`src/wuf_pkg.sv`:
```
// shared types and constants for the weighted union-find engine
`timescale 1ns / 1ps

package wuf_pkg;

  localparam int NODE_COUNT = 1024;
  localparam int NODE_W     = $clog2(NODE_COUNT);
  localparam int SIZE_W     = NODE_W + 1;
  localparam int STATUS_W   = 2;

  localparam logic [NODE_W-1:0] ACTIVE_RESET = NODE_W'(NODE_COUNT - 1);

  typedef enum logic [STATUS_W-1:0] {
    RES_JOINED    = 2'd0,
    RES_CONNECTED = 2'd1,
    RES_RANGE     = 2'd2
  } res_status_t;

  typedef enum logic [2:0] {
    ST_CLEAR,
    ST_IDLE,
    ST_WALK_A,
    ST_WALK_B,
    ST_WR_LOSER,
    ST_WR_WINNER,
    ST_DONE
  } ctrl_state_t;

  typedef enum logic [1:0] {
    ADDR_IN_A,
    ADDR_B,
    ADDR_PARENT
  } addr_sel_t;

  // one memory word: parent link and size of the tree rooted here
  typedef struct packed {
    logic [NODE_W-1:0] parent;
    logic [SIZE_W-1:0] size;
  } node_entry_t;

  typedef struct packed {
    logic      clr_we;
    logic      load_in;
    addr_sel_t addr_sel;
    logic      step;
    logic      save_a;
    logic      save_b;
    logic      wr_loser;
    logic      wr_winner;
    logic      out_load;
  } dp_cmd_t;

  typedef struct packed {
    logic clr_last;
    logic in_err;
    logic root_hit;
    logic same_root;
    logic out_free;
  } dp_sts_t;

endpackage

```
`src/wuf_ctrl.sv`:
```
// controller state machine for the union-find engine
`timescale 1ns / 1ps

module wuf_ctrl import wuf_pkg::*; (
  input  logic    clk,
  input  logic    rst_n,
  input  logic    in_valid,
  output logic    in_ready,
  input  dp_sts_t sts,
  output dp_cmd_t cmd
);

  ctrl_state_t state_r, state_nxt;

  always_ff @(posedge clk) begin
    if (!rst_n) begin
      state_r <= ST_CLEAR;
    end else begin
      state_r <= state_nxt;
    end
  end

  always_comb begin
    state_nxt = state_r;
    unique case (state_r)
      ST_CLEAR: begin
        if (sts.clr_last) state_nxt = ST_IDLE;
      end
      ST_IDLE: begin
        if (in_valid) state_nxt = sts.in_err ? ST_DONE : ST_WALK_A;
      end
      ST_WALK_A: begin
        if (sts.root_hit) state_nxt = ST_WALK_B;
      end
      ST_WALK_B: begin
        if (sts.root_hit) state_nxt = sts.same_root ? ST_DONE : ST_WR_LOSER;
      end
      ST_WR_LOSER:  state_nxt = ST_WR_WINNER;
      ST_WR_WINNER: state_nxt = ST_DONE;
      ST_DONE: begin
        if (sts.out_free) state_nxt = ST_IDLE;
      end
      default: state_nxt = ST_CLEAR;
    endcase
  end

  always_comb begin
    cmd          = '0;
    cmd.addr_sel = ADDR_PARENT;
    in_ready     = 1'b0;
    unique case (state_r)
      ST_CLEAR: cmd.clr_we = 1'b1;
      ST_IDLE: begin
        in_ready     = 1'b1;
        cmd.addr_sel = ADDR_IN_A;
        cmd.load_in  = in_valid;
      end
      ST_WALK_A: begin
        if (sts.root_hit) begin
          cmd.save_a   = 1'b1;
          cmd.addr_sel = ADDR_B;
        end else begin
          cmd.step = 1'b1;
        end
      end
      ST_WALK_B: begin
        if (sts.root_hit) begin
          cmd.save_b = 1'b1;
        end else begin
          cmd.step = 1'b1;
        end
      end
      ST_WR_LOSER:  cmd.wr_loser  = 1'b1;
      ST_WR_WINNER: cmd.wr_winner = 1'b1;
      ST_DONE:      cmd.out_load  = sts.out_free;
      default: ;
    endcase
  end

  a_reset_clears: assert property (@(posedge clk) !rst_n |=> state_r == ST_CLEAR)
    else $error("controller not in clear pass after reset");

  a_writes_paired: assert property (@(posedge clk) disable iff (!rst_n)
    state_r == ST_WR_LOSER |=> state_r == ST_WR_WINNER)
    else $error("loser write not followed by winner write");

  a_accept_leaves_idle: assert property (@(posedge clk) disable iff (!rst_n)
    (in_valid && in_ready) |=> (state_r == ST_WALK_A || state_r == ST_DONE))
    else $error("accepted beat did not start work");

endmodule

```
`config.mk`:
```
export PLATFORM = sky130hd
export DESIGN_NAME = wuf_ctrl
export DESIGN_NICKNAME = d
export VERILOG_FILES = /design/src/wuf_pkg.sv /design/src/wuf_ctrl.sv
export SDC_FILE = /design/constraint.sdc
export NUM_CORES = 1
export LEC_CHECK = 0
export BUFFER_PORTS_ARGS = -buffer_cell sky130_fd_sc_hd__buf_2
export CORE_AREA = 2 2 39 41
export CTS_BUF_LIST = sky130_fd_sc_hd__clkbuf_4
export DETAILED_ROUTE_END_ITERATION = 8
export DIE_AREA = 0 0 41 43
export PLACE_DENSITY = 0.48
export SYNTH_ARGS = -nofsm -noshare
export SYNTH_HDL_FRONTEND = slang
export SYNTH_SLANG_ARGS = --single-unit
```
`constraint.sdc`:
```
create_clock -name clk -period 2.4 [get_ports clk]
set_input_delay 0.36 -clock clk [delete_from_list [all_inputs] [get_ports clk]]
set_output_delay 0.36 -clock clk [all_outputs]
set_load 0.02 [all_outputs]
```
; ---- After elaboration in Yosys (flattened, before gate mapping)
; Cells that the tools add are included.
[word_totals]
regBits = 3
input_bits = 8
[op_classes]
n_eq_ne = 11
muxes = 21
n_reduce_logical = 3
[ops]
columns = operator, count
row1 = 3-bit one-hot mux with 7 select lines, 1
row2 = 3-bit two-way mux, 6
row3 = 1-bit two-way mux, 11
row4 = "2-bit inequality test, second input constant", 5
row5 = "3-bit equality test, second input constant", 3
row6 = "3-bit by 2-bit equality test with 1-bit output, second input constant", 2
row7 = 5-bit AND reduction, 1
row8 = 2-bit two-way mux, 2
row9 = 2-bit one-hot mux with 2 select lines, 1
row10 = "3-bit by 1-bit equality test with 1-bit output, second input constant", 1
row11 = 3-bit logical NOT, 1
row12 = 2-bit OR reduction, 1

; ---- Logic depth before layout (Yosys ltp)
; Gate-level depths: netlist of the first run.
[logic_depth]
depth_word = 3
ltp_mapped = 4

; ---- Least setup slack after synthesis of the first run
; No wires, ideal clock.
[synth_timing]
path_type = reg2out
startpoint = reg state_r[2]
endpoint = out cmd[6] (netlist bit)
arrival_time_ns = 1.081
path_slack_ns = 0.959
path_stages_with_launch = 4
path_buffers = 1
cell_sequence = dfxtp_1 -> nand2b_1 -> nor2_1 -> buf_4
[synth_rtl]
columns = item, line_no
row1 = from (decl), wuf_ctrl.sv:13  ; ctrl_state_t state_r, state_nxt;
row2 = from (signal assigned), wuf_ctrl.sv:19  ; state_r <= state_nxt;
row3 = to (decl), wuf_ctrl.sv:10  ; output dp_cmd_t cmd

==> results of run 1 <==
## how the worst max path moves through the flow
stage	startpoint	to	slack (ns)	cells past startpoint
after floorplan	state_r[2]	cmd[6]	0.96	3
after global placement	state_r[1]	cmd[3]	0.98	4
after detailed placement	state_r[1]	cmd[3]	0.98	4
after CTS	state_r[1]	cmd[3]	0.73	4
after global routing	state_r[1]	cmd[7]	0.60	4
final	state_r[1]	cmd[3]	0.73	4
## power by group through the flow
| stage | Combinational, mW | Sequential, mW | Clock (mW) |
|---|---|---|---|
| global placement | 0.0892 | 0.0729 | 0 |
| CTS | 0.0895 | 0.0719 | 0.102 |
| finish | 0.0884 | 0.0722 | 0.0998 |
| global route | 0.0992 | 0.0748 | 0.106 |
| detailed placement | 0.0892 | 0.0728 | 0 |
| floorplan | 0.0787 | 0.0615 | 0 |
## placed cells by master (no fill, tap or decap), types with 2 or more instances in the layout
cell / synthesis / routed
nand2b_1: 3 / 3
clkbuf_4: 0 / 4
and3_1: 2 / 2
nor2_1: 5 / 5
nor3_1: 2 / 2
or2_1: 2 / 2
nand2_1: 2 / 2
buf_2: 0 / 18
a21oi_1: 2 / 2
nor3b_1: 2 / 2
dfxtp_1: 3 / 3
o21ai_0: 2 / 2
inv_1: 2 / 2
## worst reg2reg max path: stages (launching register included)
cell and delay (ns):
dfxtp_1 0.53, mux2_1 0.37, o21ai_2 0.16, nor3_1 0.07
## routing by layer
metal  wire, microns  vias up
met2             281       16
li1                -      175
met3              77        0
met1             357      138
met5               0        -
met4               0        0
## synthesized netlist by cell type, types with 2 or more instances
| cell | n | area [sq um] |
|---|---|---|
| dfxtp_1 | 3 | 60.1 |
| buf_4 | 2 | 15.0 |
| nand2_1 | 2 | 7.51 |
| nor3_1 | 2 | 10.0 |
| nand2b_1 | 3 | 18.8 |
| nor2_1 | 5 | 18.8 |
| and3_1 | 2 | 12.5 |
| a21oi_1 | 2 | 10.0 |
| inv_1 | 2 | 7.51 |
| o21ai_0 | 2 | 10.0 |
| nor3b_1 | 2 | 15.0 |
| or2_1 | 2 | 12.5 |
## layout make-up
cell class,instances,share of cell area
clock buffer,4,0.0743
sequential,3,0.149
multi-input combinational,32,0.486
timing repair buffer,18,0.223
inverter,2,0.0186
tap,16,0.0495
## stage by stage
stage          instance area, sq um   util  setup slack [ns]  hold slack (ns)  power, mW
4_1_cts                         404  0.292             0.727            0.406      0.264
5_1_grt                         404  0.292             0.599            0.413      0.280
6_report                        404  0.292             0.726            0.413      0.260
2_1_floorplan                   290      -             0.959            0.495      0.140
3_5_place_dp                    374  0.270             0.978            0.593      0.162
3_3_place_gp                    374  0.270             0.979            0.598      0.162
## cells by family (layout without fill, tap and decap cells)
logic type / after synthesis / in the layout / share of synthesized area
flops: 3 / 3 / 0.207
compound gates: 7 / 7 / 0.159
mux: 2 / 2 / 0.0733
simple gates: 23 / 23 / 0.444
buf+inv: 5 / 24 / 0.116
==> flow_summary.ini, run 1 <==
[status]
status = finished, final reports clean

[route]
routedWlPerCell_microns = 9.55
drtAntennaViolNets = 0
drt_pass1_iterations = 4
viasPerCell = 4.39
drc = 0
num_vias = 329
drt_wl_total_microns = 716
drt_iter0_drc = 5

[finish]
stdcell_count = 75
largest_reg_flops = 3
multi_input_area_sq_um = 196
final_nets = 68
regMostFlops = state_r
nFillCells = 165
reg_top3 = state_r: 3 flops
antenna_cells = 0
area_growth_pct = 39.2
drive_gt1_frac = 0.424
seq_area_sq_um = 60.1

[logic_synthesis]
synth-seq-area-share = 0.207
async_flop_share = 0
syn_inst = 40
synth_flop_cell = dfxtp_1
synth_nets = 48
ys_types = 23
synth_edf_count = 0
avgSynthCellArea_sq_um = 7.26
syn_area_sq_um = 290
yosys_register_bits = 3
yosys_warnings = 0

[worst_hold_path]
whs_path_depth = 3
min_to = state_r[2]
worstHoldStart = rst_n
hold_path_class = input pin to register

[grt]
grt.met1_usage = 0.131
gr-usage-met3 = 0.0471
busiest_layer = met1
grt_use_met2 = 0.128
grt_max_degree = 14
grt_pass1_vias = 298
antenna_found_initial = 0
gr-total-overflow = 0
grt_pass1_wl_microns = 1150
grtUsageTotal = 0.0942

[clocking]
cts_tree = yes
post_cts_buffers = 0
clock_latency_ns = 0.23
h-tree-depth = 1
clockBufferDepth = 2
cts_root_buffer = clkbuf_4
cts.repair.resized = 0
cts_buffers = 3
hold_buffers = 0
path_clk_slew_ns = 0.04
cts.sinks = 3

[timing]
worstMarginPinSlew_ns = 0.391
rsz0062_at_grt = no
hold_viol_final = 0
finalSetupViolations = 0
slew_viol_final = 0
min_period_ns = 1.67
fin_skew_ns = 0.00436
finalCritPeriodShare = 0.697
slew_headroom = 0.739
tns_ns = 0
max_freq_ghz = 0.597

[floorplan]
ios = 19
die_w_microns = 41
fp.dieH_microns = 43
dieArea_sq_um = 1760
start_util = 0.210
core_sq_um = 1380
rows = 14

[pwr]
p_int_mw = 0.168
seqPwrFrac = 0.277
p_sw_mw = 0.0928
p_sw_frac = 0.356
clockPowerShare = 0.383
power_frac_comb = 0.339
power_density_nw_per_um2 = 644
p_leak_nw = 0.198
vdd_ir_drop_max_mv = 0.271

[worst_setup_path]
rr_startpoint = state_r[0]
worst-setup-path-type = register to output pin
rr_endpoint = state_r[1]
cp-end-kind = output pin
critPathLaunchType = register
cp_max_fo = 12
cp.arrival_ns = 1.31
r2r_setup_slack_ns = 1.14
reg2regPathDepth = 3
crit_family = flip-flops
critical_path_buf_inv_count = 2
cpPeakStageDelay_ns = 0.55
critPathRequiredTime_ns = 2.04
crit_chain = nand2_2 -> or2_1 -> inv_1 -> buf_2
crit_slowest_cell = dfxtp_1

[place]
post-dp-hpwl_microns = 573
gp_congestion = 0.694
numPortBuffers = 18
dp.cells = 71

[job]
cap_violations = 0
Power figures use the tool's default switching activity.
==> run 2: changes to the inputs <==
ABC_AREA = 1   (was unset)
PLACE_DENSITY = 0.52   (was 0.48)
clock period = 1.54 ns   (was 2.4 ns; I/O delays follow)
==> run 2 against run 1 <==
Non-clock buffer count grew 3. Area after synthesis grew 17%. Combinational power grew to 7.5 times the previous value. Total power grew to 3.8 times the previous value. Global-route usage shrank 0.90 points. Sequential share of layout area shrank 0.98 points. First-iteration DRC count shrank 40%. Largest cell class unchanged. Synthesized cell count grew 30%. Hold slack lost 0.18 ns. Critical endpoint is now cmd[0]. Clock skew shrank 0.0043 ns. Register-to-register slack lost 0.78 ns.
==> flow_summary.ini, run 2 <==
[worst_setup_path]
rr_startpoint = state_r[1]
reg2regPathDepth = 8
cp-end-kind = output pin
cp_max_fo = 8
cp.arrival_ns = 1.20
critPathLaunch = state_r[2]
critPathRequiredTime_ns = 1.31
worst-setup-path-type = register to output pin
critPathLaunchType = register

[timing]
finalCritPeriodShare = 0.932
slew_viol_final = 0
fin_skew_ns = 0.0000830
max_freq_ghz = 0.697
slew_headroom = 0.837
worstMarginPinSlew_ns = 0.244
min_period_ns = 1.44
finalSetupViolations = 0
hold_viol_final = 0
hold-worst-slack_ns = 0.237

[place]
dp.cells = 84
postPlaceCellArea_sq_um = 432
numPortBuffers = 18
gp_congestion = 0.691
post-dp-hpwl_microns = 624

[floorplan]
fp.dieH_microns = 43
rows = 14
die_w_microns = 41
ios = 19
dieArea_sq_um = 1760
start_util = 0.246
core_sq_um = 1380

[clocking]
hold_buffers = 0
cts_buffers = 3
cts_tree = yes
clockBufferDepth = 2
cts.sinks = 3
clock_latency_ns = 0.23
path_clk_slew_ns = 0.04
cts_root_buffer = clkbuf_4
h-tree-depth = 1

[finish]
finish.utilization = 0.352
regMostFlops = state_r
final_nets = 83
layout_commonest_cell = buf_2
largest_reg_flops = 3
reg_top3 = state_r: 3 flops
drive_gt1_frac = 0.568
final_cell_mix = buf_2, inv_1, nand2_1
antenna_cells = 0
final_area_sq_um = 487
area_growth_pct = 43.0
stdcell_count = 90

[pwr]
p_leak_nw = 0.283
power_density_nw_per_um2 = 2040
power.total_mw = 0.993
vdd_ir_drop_max_mv = 0.814

[route]
routedWlPerCell_microns = 8.41
drt_wl_total_microns = 757
drc = 0
num_vias = 379
drt_iter0_drc = 3
drt_pass1_iterations = 2
drtAntennaViolNets = 0
viasPerCell = 4.21

[status]
status = finished, final reports clean

[logic_synthesis]
synth_top_cell_area_share = 0.176
synth_most_common_cell = inv_1
avgSynthCellArea_sq_um = 6.54
yosys_register_bits = 3
syn_inst = 52
yosys_warnings = 0
yosysTopAreaCell = dfxtp_1
syn_area_sq_um = 340
ys_types = 21
ys_top_cells_by_area = dfxtp_1, inv_1, nand2_1
synth_flop_cell = dfxtp_1
synth-seq-area-share = 0.176
synth_edf_count = 0
async_flop_share = 0
synthTopCellsByCount = inv_1, nand2_1, nor2_1
synth_nets = 60

[grt]
gr-total-overflow = 0
antenna_found_initial = 0
grtUsageTotal = 0.0852
grt_pass1_wl_microns = 1040
grt_pass1_vias = 307
grt_max_degree = 10

[worst_hold_path]
whs_path_depth = 3
worstHoldStart = rst_n
hold_path_class = input pin to register

[job]
cap_violations = 0
run 2: cell count changes in the layout (fill, tap and decap cells not counted), sizes merged, moves of 2 or more:
cell,before,now
inv,2,11
nand2,3,10
nor2,5,11
nand3,0,5
buf,18,21
nand2b,3,0
o21ai,4,1
and3,2,0
nor3b,2,0
run 2: cell families (layout without fill, tap and decap cells):
family | Yosys count | in the layout | synth area share
AOI/OAI and AO/OA | 4 | 4 | 0.0735
buffers and inverters | 14 | 36 | 0.199
DFF | 3 | 3 | 0.176
and+or+nand+nor | 31 | 31 | 0.551
run 2: metal layers:
layer,up-vias,global-route usage,share of wire
li1,202,-,-
met1,165,0.0958,0.44
met2,12,0.134,0.48
met3,0,0.0471,0.081
met4,0,0.0200,0
met5,-,0,0
run 2: power breakdown:
group,switching [mW],internal [mW],total (mW)
Clock,0.0383,0.114,0.153
Combinational,0.412,0.254,0.666
Sequential,0.0497,0.124,0.174
run 2: path summary, 6_finish.rpt:
kind                            slack [ns]    endpoint
worst max register to register        0.36  state_r[0]
worst min-delay path                  0.24  state_r[0]
worst min register to register        0.53  state_r[0]
worst max-delay path                  0.10      cmd[0]
run 2: layout make-up:
| class | count | area (sq um) |
|---|---|---|
| inverters | 11 | 43.8 |
| flip-flops and latches | 3 | 67.6 |
| clock buffers | 4 | 30.0 |
| fillers | 159 | 897 |
| well taps | 16 | 20.0 |
| repair buffers | 21 | 113 |
| multi-input cells | 35 | 213 |
run 2: stage by stage:
stage	setup TNS (ns)	setup WS, ns
final	0	0.105
after floorplan	0	0.116
after CTS	0	0.0588
after global routing	-0.00105	-0.00105
after detailed placement	0	0.185
after global placement	0	0.204
run 2: what timing repair did:
action,in CTS,in global routing
buffers inserted,0,2
endpoints found under the hold margin,0,0
pin swaps,0,1
resized for setup,1,4
cloned,0,0
endpoints found under the setup margin,2,2
run 2: critical path, stage by stage (launching register included):
cell and delay, ns:
dfxtp_1 0.44, inv_4 0.10, nor4_1 0.22, buf_2 0.21
